<file path="config.mk">
export PLATFORM = sky130hd
export DESIGN_NAME = differential_thruster_servo_command
export DESIGN_NICKNAME = d
export VERILOG_FILES = /design/src/dtsc_pkg.sv /design/src/differential_thruster_servo_command.sv
export SDC_FILE = /design/constraint.sdc
export NUM_CORES = 2
export LEC_CHECK = 0
export ABC_AREA = 1
export BUFFER_PORTS_ARGS = -buffer_cell sky130_fd_sc_hd__buf_2
export CAP_MARGIN = 20
export CORE_MARGIN = 5
export CORE_UTILIZATION = 59
export CTS_CLUSTER_SIZE = 8
export DETAILED_ROUTE_END_ITERATION = 10
export PLACE_DENSITY_LB_ADDON = 0.25
export SLEW_MARGIN = 25
export SYNTH_ARGS = -nofsm -noshare
export SYNTH_HDL_FRONTEND = slang
export SYNTH_SLANG_ARGS = --single-unit
</file>
<file path="constraint.sdc">
create_clock -name clock -period 8.9 [get_ports clock]
set_input_delay 0.445 -clock clock [delete_from_list [all_inputs] [get_ports clock]]
set_output_delay 0.445 -clock clock [all_outputs]
set_load 0.005 [all_outputs]
</file>
<file path="src/dtsc_pkg.sv">
// Shared types and constants for the differential thruster servo command block.
package dtsc_pkg;

   // Field widths
   localparam int OP_W      = 3;
   localparam int JOY_W     = 8;
   localparam int DIGI_W    = 8;
   localparam int TICK_W    = 16;
   localparam int DEADBAND_W = 7;
   localparam int SPAN_W    = 15;
   localparam int CSR_IDX_W = 3;
   localparam int CSR_DATA_W = 16;

   // Mixed command (turn - fwd or fwd + turn), magnitude after clamp, span product
   localparam int CMD_W  = 10;
   localparam int MAG_W  = 7;
   localparam int PROD_W = MAG_W + SPAN_W;

   localparam logic [MAG_W-1:0]        CMD_LIMIT   = 7'd127;
   // fwd + turn carries two joystick centers of 127
   localparam logic signed [CMD_W-1:0] JOY_MID_SUM = 10'sd254;

   // x / 127 == (x * RECIP_MULT) >> RECIP_SHIFT, exact for x < 2^22
   localparam int                    RECIP_W     = 23;
   localparam int                    RECIP_SHIFT = 29;
   localparam logic [RECIP_W-1:0]    RECIP_MULT  = 23'd4227331;
   localparam int                    RECIP_PROD_W = PROD_W + RECIP_W;

   // Register reset values
   localparam logic [DEADBAND_W-1:0] DEADBAND_RST  = 7'd5;
   localparam logic [SPAN_W-1:0]     HALF_SPAN_RST = 15'd625;
   localparam logic [TICK_W-1:0]     NEUTRAL_RST   = 16'd3750;
   localparam logic [TICK_W-1:0]     REST_RST      = 16'd2500;
   localparam logic [TICK_W-1:0]     ACTIVE_RST    = 16'd5000;
   localparam logic [TICK_W-1:0]     PAIRED_RST    = 16'd2050;
   localparam logic [TICK_W-1:0]     UNPAIRED_RST  = 16'd3750;

   typedef enum logic [OP_W-1:0] {
      OP_THRUST  = 3'd0,
      OP_DIGITAL = 3'd1,
      OP_STOP    = 3'd2,
      OP_PAIR    = 3'd3,
      OP_NOP     = 3'd4
   } op_type;

   typedef enum logic [CSR_IDX_W-1:0] {
      REG_DEADBAND  = 3'd0,
      REG_HALF_SPAN = 3'd1,
      REG_NEUTRAL   = 3'd2,
      REG_REST      = 3'd3,
      REG_ACTIVE    = 3'd4,
      REG_PAIRED    = 3'd5,
      REG_UNPAIRED  = 3'd6
   } csr_idx_type;

   // One thruster lane between the product stage and the divide stage
   typedef struct packed {
      logic              in_band;
      logic              neg;
      logic [PROD_W-1:0] prod;
   } lane_type;

endpackage

</file>
<file path="src/differential_thruster_servo_command.sv">
// Differential thruster mixer and servo pulse-width setpoint holder (top level).
// Pipeline: the input, product and setpoint registers lie between the accepting edge and rsp_valid.
// Throughput: one transaction per cycle while rsp_ready keeps up; bubbles collapse under output backpressure.
// Reset: synchronous, active high; setpoints and registers return to their defaults.
// Config writes take effect on the next transaction that uses them.
module differential_thruster_servo_command (
   input  logic                              clock,
   input  logic                              reset,
   // command transactions
   input  logic                              req_valid,
   output logic                              req_ready,
   input  logic [dtsc_pkg::OP_W-1:0]         req_operation,
   input  logic [dtsc_pkg::JOY_W-1:0]        req_joy_forward,
   input  logic [dtsc_pkg::JOY_W-1:0]        req_joy_turn,
   input  logic [dtsc_pkg::DIGI_W-1:0]       req_digi_bits,
   input  logic                              req_paired,
   // setpoint transactions
   output logic                              rsp_valid,
   input  logic                              rsp_ready,
   output logic [dtsc_pkg::TICK_W-1:0]       rsp_left_pulse,
   output logic [dtsc_pkg::TICK_W-1:0]       rsp_right_pulse,
   output logic [dtsc_pkg::TICK_W-1:0]       rsp_gate_pulse,
   output logic [dtsc_pkg::TICK_W-1:0]       rsp_indicator_pulse,
   output logic [dtsc_pkg::TICK_W-1:0]       rsp_smacker_pulse,
   // config write port
   input  logic                              csr_write_en,
   input  logic [dtsc_pkg::CSR_IDX_W-1:0]    csr_index,
   input  logic [dtsc_pkg::CSR_DATA_W-1:0]   csr_wdata
);
   import dtsc_pkg::*;

   // Clamp a mixed command to +/-127 and return its magnitude
   function automatic logic [MAG_W-1:0] cmd_mag(input logic signed [CMD_W-1:0] c);
      logic signed [CMD_W-1:0] a;
      a = c[CMD_W-1] ? -c : c;
      if (a > $signed({{(CMD_W-MAG_W){1'b0}}, CMD_LIMIT}))
         return CMD_LIMIT;
      else
         return a[MAG_W-1:0];
   endfunction

   // Divide the span product by 127 (toward zero), apply sign, add neutral, saturate
   function automatic logic [TICK_W-1:0] lane_width(input lane_type l,
                                                    input logic [TICK_W-1:0] neutral);
      logic [RECIP_PROD_W-1:0] full;
      logic [SPAN_W-1:0]       q;
      logic [TICK_W:0]         sum;
      full = {{RECIP_W{1'b0}}, l.prod} * {{PROD_W{1'b0}}, RECIP_MULT};
      q    = full[RECIP_SHIFT+SPAN_W-1:RECIP_SHIFT];
      if (l.in_band)
         return neutral;
      else if (l.neg) begin
         if ({1'b0, q} > neutral)
            return '0;
         else
            return neutral - {1'b0, q};
      end else begin
         sum = {1'b0, neutral} + {2'b00, q};
         if (sum[TICK_W])
            return '1;
         else
            return sum[TICK_W-1:0];
      end
   endfunction

   // ---------------------------------------------------------------------
   // Configuration registers
   // ---------------------------------------------------------------------
   logic [DEADBAND_W-1:0] deadband_ff;
   logic [SPAN_W-1:0]     half_span_ff;
   logic [TICK_W-1:0]     neutral_ff;
   logic [TICK_W-1:0]     rest_ff;
   logic [TICK_W-1:0]     active_ff;
   logic [TICK_W-1:0]     paired_ff;
   logic [TICK_W-1:0]     unpaired_ff;

   always_ff @(posedge clock) begin
      if (reset) begin
         deadband_ff  <= DEADBAND_RST;
         half_span_ff <= HALF_SPAN_RST;
         neutral_ff   <= NEUTRAL_RST;
         rest_ff      <= REST_RST;
         active_ff    <= ACTIVE_RST;
         paired_ff    <= PAIRED_RST;
         unpaired_ff  <= UNPAIRED_RST;
      end else if (csr_write_en) begin
         unique case (csr_idx_type'(csr_index))
            REG_DEADBAND:  deadband_ff  <= csr_wdata[DEADBAND_W-1:0];
            REG_HALF_SPAN: half_span_ff <= csr_wdata[SPAN_W-1:0];
            REG_NEUTRAL:   neutral_ff   <= csr_wdata[TICK_W-1:0];
            REG_REST:      rest_ff      <= csr_wdata[TICK_W-1:0];
            REG_ACTIVE:    active_ff    <= csr_wdata[TICK_W-1:0];
            REG_PAIRED:    paired_ff    <= csr_wdata[TICK_W-1:0];
            REG_UNPAIRED:  unpaired_ff  <= csr_wdata[TICK_W-1:0];
            default: ;     // unmapped index: write dropped
         endcase
      end
   end

   // ---------------------------------------------------------------------
   // Pipeline flow control: each stage loads when empty or when its
   // successor frees up, so bubbles are squeezed out under stalls.
   // ---------------------------------------------------------------------
   logic s1_valid_ff, s2_valid_ff, rsp_valid_ff;
   logic out_ready, s2_ready, s1_ready;

   assign out_ready = !rsp_valid_ff || rsp_ready;
   assign s2_ready  = !s2_valid_ff || out_ready;
   assign s1_ready  = !s1_valid_ff || s2_ready;
   assign req_ready = s1_ready;
   assign rsp_valid = rsp_valid_ff;

   always_ff @(posedge clock) begin
      if (reset) begin
         s1_valid_ff  <= 1'b0;
         s2_valid_ff  <= 1'b0;
         rsp_valid_ff <= 1'b0;
      end else begin
         if (s1_ready)  s1_valid_ff  <= req_valid;
         if (s2_ready)  s2_valid_ff  <= s1_valid_ff;
         if (out_ready) rsp_valid_ff <= s2_valid_ff;
      end
   end

   // ---------------------------------------------------------------------
   // Stage 1: input register
   // ---------------------------------------------------------------------
   op_type           s1_op_ff;
   logic [JOY_W-1:0] s1_fwd_ff, s1_turn_ff;
   logic [1:0]       s1_digi_ff;
   logic             s1_paired_ff;

   always_ff @(posedge clock) begin
      if (s1_ready && req_valid) begin
         s1_op_ff     <= op_type'(req_operation);
         s1_fwd_ff    <= req_joy_forward;
         s1_turn_ff   <= req_joy_turn;
         s1_digi_ff   <= req_digi_bits[1:0];
         s1_paired_ff <= req_paired;
      end
   end

   // Mix: the joystick centers cancel in turn - fwd; fwd + turn carries both.
   logic signed [CMD_W-1:0] cmd_left, cmd_right;
   logic [MAG_W-1:0]        mag_left, mag_right;
   lane_type                lane_left_in, lane_right_in;

   always_comb begin
      cmd_left  = $signed({2'b00, s1_turn_ff}) - $signed({2'b00, s1_fwd_ff});
      cmd_right = $signed({2'b00, s1_fwd_ff}) + $signed({2'b00, s1_turn_ff}) - JOY_MID_SUM;
      mag_left  = cmd_mag(cmd_left);
      mag_right = cmd_mag(cmd_right);

      // |c| < deadband is the open band -deadband < c < deadband
      lane_left_in.in_band  = mag_left < deadband_ff;
      lane_left_in.neg      = cmd_left[CMD_W-1];
      lane_left_in.prod     = {{SPAN_W{1'b0}}, mag_left} * {{MAG_W{1'b0}}, half_span_ff};
      lane_right_in.in_band = mag_right < deadband_ff;
      lane_right_in.neg     = cmd_right[CMD_W-1];
      lane_right_in.prod    = {{SPAN_W{1'b0}}, mag_right} * {{MAG_W{1'b0}}, half_span_ff};
   end

   // ---------------------------------------------------------------------
   // Stage 2: span products registered
   // ---------------------------------------------------------------------
   op_type     s2_op_ff;
   lane_type   s2_left_ff, s2_right_ff;
   logic [1:0] s2_digi_ff;
   logic       s2_paired_ff;

   always_ff @(posedge clock) begin
      if (s2_ready && s1_valid_ff) begin
         s2_op_ff     <= s1_op_ff;
         s2_left_ff   <= lane_left_in;
         s2_right_ff  <= lane_right_in;
         s2_digi_ff   <= s1_digi_ff;
         s2_paired_ff <= s1_paired_ff;
      end
   end

   // ---------------------------------------------------------------------
   // Stage 3: setpoint registers, which are also the response payload.
   // They only change when a transaction moves in, so a stalled response
   // holds steady.
   // ---------------------------------------------------------------------
   logic [TICK_W-1:0] left_width_ff, right_width_ff, gate_width_ff;
   logic [TICK_W-1:0] indicator_width_ff, smacker_width_ff;
   logic [TICK_W-1:0] left_width_in, right_width_in, gate_width_in;
   logic [TICK_W-1:0] indicator_width_in, smacker_width_in;
   logic              load_out;

   assign load_out = out_ready && s2_valid_ff;

   always_comb begin
      left_width_in      = left_width_ff;
      right_width_in     = right_width_ff;
      gate_width_in      = gate_width_ff;
      indicator_width_in = indicator_width_ff;
      smacker_width_in   = smacker_width_ff;
      unique case (s2_op_ff)
         OP_THRUST: begin
            left_width_in  = lane_width(s2_left_ff, neutral_ff);
            right_width_in = lane_width(s2_right_ff, neutral_ff);
         end
         OP_DIGITAL: begin
            gate_width_in    = s2_digi_ff[0] ? active_ff : rest_ff;
            smacker_width_in = s2_digi_ff[1] ? active_ff : rest_ff;
         end
         OP_STOP: begin
            // indicator is left alone
            left_width_in    = neutral_ff;
            right_width_in   = neutral_ff;
            gate_width_in    = rest_ff;
            smacker_width_in = rest_ff;
         end
         OP_PAIR: begin
            indicator_width_in = s2_paired_ff ? paired_ff : unpaired_ff;
         end
         default: ;   // no change, current setpoints still reported
      endcase
   end

   always_ff @(posedge clock) begin
      if (reset) begin
         left_width_ff      <= NEUTRAL_RST;
         right_width_ff     <= NEUTRAL_RST;
         gate_width_ff      <= REST_RST;
         indicator_width_ff <= UNPAIRED_RST;
         smacker_width_ff   <= REST_RST;
      end else if (load_out) begin
         left_width_ff      <= left_width_in;
         right_width_ff     <= right_width_in;
         gate_width_ff      <= gate_width_in;
         indicator_width_ff <= indicator_width_in;
         smacker_width_ff   <= smacker_width_in;
      end
   end

   assign rsp_left_pulse      = left_width_ff;
   assign rsp_right_pulse     = right_width_ff;
   assign rsp_gate_pulse      = gate_width_ff;
   assign rsp_indicator_pulse = indicator_width_ff;
   assign rsp_smacker_pulse   = smacker_width_ff;

endmodule

</file>
---- After elaboration in Yosys (flattened, before gate mapping) ----
Cells that the tools add are included.
word-level totals
  word-level logic and storage cells ...... 99
  register bits after elaboration ......... 261
  input bits .............................. 52
  output and inout port bits .............. 82
cells by class
  multiply operators ...................... 4
  magnitude comparators ................... 6
  $add $sub $neg .......................... 9
  equality and inequality tests ........... 9
  reductions and logical operators ........ 23
  mux-type cells .......................... 19
operator list
  operator                                                        count
  two-way mux 16 bit                                              11
  case mux 16 bit (2 select lines)                                4
  multiplier 22 x 23 -> 44 bit, second input constant             2
  multiplier 7 x 15 -> 22 bit                                     2
  adder 16 x 15 -> 17 bit                                         2
  greater-than comparator 15 x 16 -> 1 bit                        2
  subtractor 16 x 15 -> 16 bit                                    2
  greater-than comparator 10 x 8 -> 1 bit, second input constant  2
  two-way mux 10 bit                                              2
  AND reduction 2 bit                                             10
  < comparator 7 bit                                              2
  two-way mux 7 bit                                               2
  equality test 3 x 2 -> 1 bit, second input constant             4
  negation 10 bit                                                 1
  negation 9 -> 10 bit                                            1
  subtractor 9 x 8 -> 10 bit, second input constant               1
  adder 8 x 8 -> 9 bit                                            1
  equality test 3 bit, second input constant                      3
  subtractor 8 x 8 -> 9 bit                                       1
  equality test 3 x 1 -> 1 bit, second input constant             2
  logical NOT 3 bit                                               2
  nonzero test 2 bit                                              2
  logical AND 1 bit                                               3
  logical NOT 1 bit                                               3
  logical OR 1 bit                                                3

---- Longest topological paths before layout ----
  depth after elaboration ................. 7
  mapped depth ............................ 41
  gate-level depth less buffers ........... 41

---- Worst setup path after synthesis ----
Ideal clock, no wire load.
  path type ............................... register to register
  start ................................... register s1_turn_ff[1]
  end ..................................... register s2_right_ff[16] (netlist bit) (data pin)
  data required time ...................... 8641 ps
  library setup time ...................... 259 ps
  period minus slack after synthesis ...... 6460 ps
  arrival ................................. 6201 ps
  cell stages (with the launch flop) ...... 37
  path buffers ............................ 1
  setup slack ............................. 2440 ps
  cells stage by stage .................... edfxtp_1 > inv_1 > ha_1 > inv_1 > ha_1 > fa_1 > nor2_1 > nor2_1 > nor2_1 > nand3_1 > nor2_1 > nand3_1 > nand2_1 > nand2_1 > nand2_1 > nand2_2 > nand2_4 > nand2_2 > inv_2 > buf_4 > nor2_1 > fa_1 > fa_1 > fa_1 > inv_1 > fa_1 > inv_1 > ha_1 > a21oi_1 > nand2_1 > a21oi_1 > o21ai_0 > a21boi_0 > o21ai_0 > nand2_1 > nand2_1 > xor2_1
RTL lines
  element                   RTL line                                    text
  start: declaration        differential_thruster_servo_command.sv:129  logic [JOY_W-1:0] s1_fwd_ff, s1_turn_ff;
  start signal: assignment  differential_thruster_servo_command.sv:137  s1_turn_ff <= req_joy_turn;
  end signal: assignment    differential_thruster_servo_command.sv:175  s2_right_ff <= lane_right_in;
  end: declaration          differential_thruster_servo_command.sv:167  lane_type s2_left_ff, s2_right_ff;

---- Worst setup path in the final report ----
  start ................................... register s2_left_ff[20] (netlist bit)
  end ..................................... register left_width_ff[4], in the netlist rsp_left_pulse[4]
between the ends
  word-level cells in the longest chain between the ends .. 6
  elaborated cells on any way between the ends .. 9
  those cells by class .................... add/sub: 2; mul: 1; order compare: 1; mux: 5
ends and longest elaborated chain
  element                                                RTL line                                                                              text
  start: declaration                                     differential_thruster_servo_command.sv:167
  start signal: assignment                               differential_thruster_servo_command.sv:174                                            s2_left_ff <= lane_left_in;
  multiplier 22 x 23 -> 44 bit (*)                       differential_thruster_servo_command.sv:48                                             full = {{RECIP_W{1'b0}}, l.prod} * {{PROD_W{1'b0}}, RECIP_MULT};
  adder 16 x 15 -> 17 bit, or another cell as far along  differential_thruster_servo_command.sv:58                                             sum = {1'b0, neutral} + {2'b00, q};
  two-way mux 16 bit (on tied branches)                  differential_thruster_servo_command.sv:59, differential_thruster_servo_command.sv:53
  two-way mux 16 bit (*)                                 differential_thruster_servo_command.sv:52                                             else if (l.neg) begin
  two-way mux 16 bit (*)                                 differential_thruster_servo_command.sv:50                                             if (l.in_band)
  case mux 16 bit (2 select lines) (*)                   differential_thruster_servo_command.sv:200                                            unique case (s2_op_ff)
  end signal: assignment                                 differential_thruster_servo_command.sv:231                                            left_width_ff <= left_width_in;
  end: declaration                                       differential_thruster_servo_command.sv:186                                            logic [TICK_W-1:0] left_width_ff, right_width_ff, gate_width_ff;
Every way passes the cells marked *; elsewhere a longest branch is shown, timed or not.
A chain may end at the register's enable or synchronous reset.

==> results.txt <==
----------------------------------------------------
[Outcome]
  Status ... finished, final reports clean

[GRT]
  Number of antenna violations at the first check in global routing ... 1
  Vias in the first global route ... between 20000 and 30000
  Global routing usage summed across all routing layers ... 28.3%
  Overall overflow remaining after global route ... 0
  Wire length of the first global-routing pass ... 131000 um
  Pin count of the biggest net entering global routing ... 86

[Yosys]
  Cell count after synthesis ... between 4000 and 5000
  Async set or reset register ratio after synthesis ... 0%
  Multiplexer share of the synthesized area ... 0%
  Flop and latch count out of synthesis ... between 200 and 300
  Compound-Gate Fraction of Synth Area ... 13.7%
  Post-synthesis simple-gate area fraction ... around 18%
  Syn nets ... ~4800
  Dominant combinational cell family by area after synthesis ... adder cells
  Post-synthesis sequential area ratio ... between 15 and 20%
  Number of different library cells in the post-synthesis netlist ... 52
  Xor and xnor fraction of the mapped netlist area ... between 2 and 3%
  Average cell area after synthesis ... 7.51 um2
  Synth Warn # ... 0
  Summed instance area of the synthesized netlist ... 30100 um2
  Arithmetic-cell share of the synthesized area counting full adders, half adders and majority gates ... around a third
  Most frequently used flop master after synthesis ... sky130_fd_sc_hd__dfxtp_1
  Number of enable-type register cells in the synthesized netlist ... 76

[Route]
  DRC Markers ... 0
  Initial drt markers ... approximately 1800
  Length of the first detailed-routing pass in iterations ... 6
  Final antenna-violating net count ... 0
  Total number of vias ... around 26000
  Number of vias per cell after detailed routing ... approximately 5.5
  Wirelength per Cell ... approximately 17 um
  Routed wire length ... between 80000 and 90000 um

[Die]
  Die outline area ... between 50000 and 60000 um2
  Die outline width ... roughly 240 um
  Overall die height ... between 200 and 250 um
  Effective utilization at floorplan ... 59.9%
  Placeable core region ... 50300 um2
  Boundary pin count ... around 130
  Floorplan row count ... 82

[Setup path]
  Most used cell along the critical path ... sky130_fd_sc_hd__nand2_1
  Capturing element type of the critical path ... register
  Startpoint type of the worst setup path ... register
  Required time at the worst-slack endpoint ... 9.37 ns
  Data arrival, critical path ... a little under 8 ns
  Max FO, Critical Path ... 9
  Largest stage delay, worst path ... 0.53 ns
  Worst Path Class, Setup ... reg -> reg
  Number of buffers and inverters on the critical path ... 8
  Largest delay contributor family on the critical path ... adder cells
  Slowest cell on crit path ... sky130_fd_sc_hd__edfxtp_1

[STA]
  Layout Skew ... approximately 0.030 ns
  Final critical path time including I/O delays and setup ... roughly 7.4 ns
  Fmax ... about 0.13 GHz
  Final sum of negative setup slack ... 0 ns
  Post-route clock period utilization ... about 83%
  Setup repair after global routing missed its margin ... false
  Final-report setup violation count ... 0
  Final WS setup ... between 1 and 1.5 ns
  Fin. max-slew vios ... 0
  Slew margin rel. ... around a third
  Number of hold violations in the final report ... 0
  Transition time of the tightest slew-check pin ... between 1 and 1.5 ns

[Layout]
  Number of fill cells ... roughly 4500
  Synthesis-to-finish area growth ... 7.19%
  Ant diodes ... 0
  Register cell area after layout ... 5990 um2
  Commonest cells after routing, fill and taps aside ... 735 x sky130_fd_sc_hd__inv_1, 686 x sky130_fd_sc_hd__nand2_1, 513 x sky130_fd_sc_hd__ha_1
  Most common cell after layout, fill and taps aside ... sky130_fd_sc_hd__inv_1
  Non-Filler Instances ... ~4800
  Footprint of the multi-input gates ... roughly 21000 um2
  Final-stage net count ... slightly below 5000
  Layout cell share with drive strength beyond 1 ... approximately 5.7%

[Clock network]
  Later-pin clock latency in the skew report ... 0.58 ns
  Number of resized instances in the post-cts repair step ... 0
  CTS Buffer Depth ... 3
  CTS tree ... done
  Clock root buffer ... sky130_fd_sc_hd__clkbuf_16
  Number of buffers created by CTS ... 40
  Clk sink count ... approximately 260
  Total number of H-tree levels ... 2
  # hold bufs at CTS ... 0
  Number of setup buffers added after CTS ... 0
  Clock-pin transition on the worst setup and hold timing paths ... 0.05 ns

[Placement]
  Buffers on Ports ... 127
  Final weighted congestion of routability-driven global placement ... 0.962
  Number of placed instances with taps included ... roughly 4700
  Worst setup slack after placement ... ~1.5 ns
  Half-perimeter wire length of the detailed placement result ... approximately 65000 um

[Min path]
  Class of the tightest hold or removal check ... in -> reg

[Run]
  Number of maximum-capacitance constraint violations ... 0

----------------------------------------------------
## worst register-to-register path, delay by kind of cell, from the launching register on
family                   cells  cell delay [ns]
AO/OA/AOI/OAI                3             0.76
XOR/XNOR                     1             0.34
adder cells (fa/ha/maj)     10             3.55
buffers and inverters        8             0.69
flip-flops                   1             0.53
AND/OR/NAND/NOR             14             1.49
## through the flow
stage | util [%] | hold slack, ns | instance area, um2
CTS | 64.2 | 0.0150 | 32300
finish | 64.2 | 0.0420 | 32300
global route | 64.2 | 0.0307 | 32300
detailed placement | 61.9 | 0.407 | 31100
global placement | 61.9 | 0.404 | 31100
floorplan | - | 0.400 | 30100
## state kept, by name (all words and copies together) (netlist names), 3 cells and up
signal,flops
active_ff,16
s2_left_ff,24
half_span_ff,15
rsp_right_pulse,16
rsp_gate_pulse,16
neutral_ff,16
rsp_smacker_pulse,16
deadband_ff,7
rsp_left_pulse,16
rsp_indicator_pulse,16
s1_op_ff,3
s1_turn_ff,8
s1_fwd_ff,8
unpaired_ff,16
s2_right_ff,24
paired_ff,16
rest_ff,16
s2_op_ff,3
## worst paths after layout
path              cells after the start                end  slack, ns            start
setup / recovery                     36  rsp_left_pulse[4]       1.47   s2_left_ff[20]
hold reg to reg                       0       s2_paired_ff       0.41     s1_paired_ff
hold / removal                        1      s1_turn_ff[7]       0.04  req_joy_turn[7]
setup reg to reg                     36  rsp_left_pulse[4]       1.47   s2_left_ff[20]
## synthesized netlist by cell type, types with 2 or more instances
master	number	area, um2
sky130_fd_sc_hd__buf_1	6	22.5
sky130_fd_sc_hd__inv_2	12	45.0
sky130_fd_sc_hd__and3_1	4	25.0
sky130_fd_sc_hd__o21ai_1	2	10.0
sky130_fd_sc_hd__o221ai_1	4	35.0
sky130_fd_sc_hd__o31ai_1	6	45.0
sky130_fd_sc_hd__inv_1	737	2770
sky130_fd_sc_hd__xor2_1	69	604
sky130_fd_sc_hd__a21o_1	15	113
sky130_fd_sc_hd__xnor2_1	21	184
sky130_fd_sc_hd__a221oi_1	3	26.3
sky130_fd_sc_hd__nand4_1	33	206
sky130_fd_sc_hd__o21ai_0	275	1380
sky130_fd_sc_hd__nor2_1	393	1480
sky130_fd_sc_hd__clkbuf_1	80	300
sky130_fd_sc_hd__a21oi_1	337	1690
sky130_fd_sc_hd__o211ai_1	46	345
sky130_fd_sc_hd__buf_4	6	45.0
sky130_fd_sc_hd__a21boi_0	3	22.5
sky130_fd_sc_hd__buf_6	9	101
sky130_fd_sc_hd__nand3b_1	5	37.5
sky130_fd_sc_hd__o21bai_1	19	143
sky130_fd_sc_hd__nand3_1	139	696
sky130_fd_sc_hd__a211oi_1	5	37.5
sky130_fd_sc_hd__clkinv_1	2	7.51
sky130_fd_sc_hd__buf_2	11	55.1
sky130_fd_sc_hd__a31oi_1	20	125
sky130_fd_sc_hd__o21a_1	9	67.6
sky130_fd_sc_hd__nand2_2	13	81.3
sky130_fd_sc_hd__o21ai_2	2	17.5
sky130_fd_sc_hd__fa_1	199	3980
sky130_fd_sc_hd__xor2_2	2	32.5
sky130_fd_sc_hd__nor3_1	21	105
sky130_fd_sc_hd__nor2_2	3	18.8
sky130_fd_sc_hd__dfxtp_1	185	3700
sky130_fd_sc_hd__nand2_4	8	90.1
sky130_fd_sc_hd__ha_1	513	6420
sky130_fd_sc_hd__o22ai_1	2	12.5
sky130_fd_sc_hd__nand2_1	686	2570
sky130_fd_sc_hd__nor4_1	10	62.6
sky130_fd_sc_hd__edfxtp_1	76	2280
sky130_fd_sc_hd__or2_2	5	31.3
## cell type report
cell class | instances | share of cell area, %
clock buffers | 54 | 3.30
repair buffers | 133 | 2.11
flip-flops and latches | 261 | 18.5
clock inverters | 7 | 0.318
multi-input cells | 2879 | 64.3
well taps | 672 | 2.61
inverters | 753 | 8.79
## logic make-up after synthesis
family                   count (synthesis)
flip-flops                             261
XOR/XNOR                                92
buffers and inverters                  866
AND/OR/NAND/NOR                       1321
adder cells (fa/ha/maj)                712
AO/OA/AOI/OAI                          754
## layer usage
layer | track usage, % | up-vias | part of all wire, %
met5 | 0 | - | 0
met4 | 10.3 | 0 | 4.1
met3 | 3.32 | 182 | 5.8
met2 | 48.4 | 748 | 47
met1 | 37.2 | 12278 | 43
li1 | - | 13042 | -
Power is not shown: default switching activity piles up to over one toggle a cycle in this logic, so the estimate is an artifact.
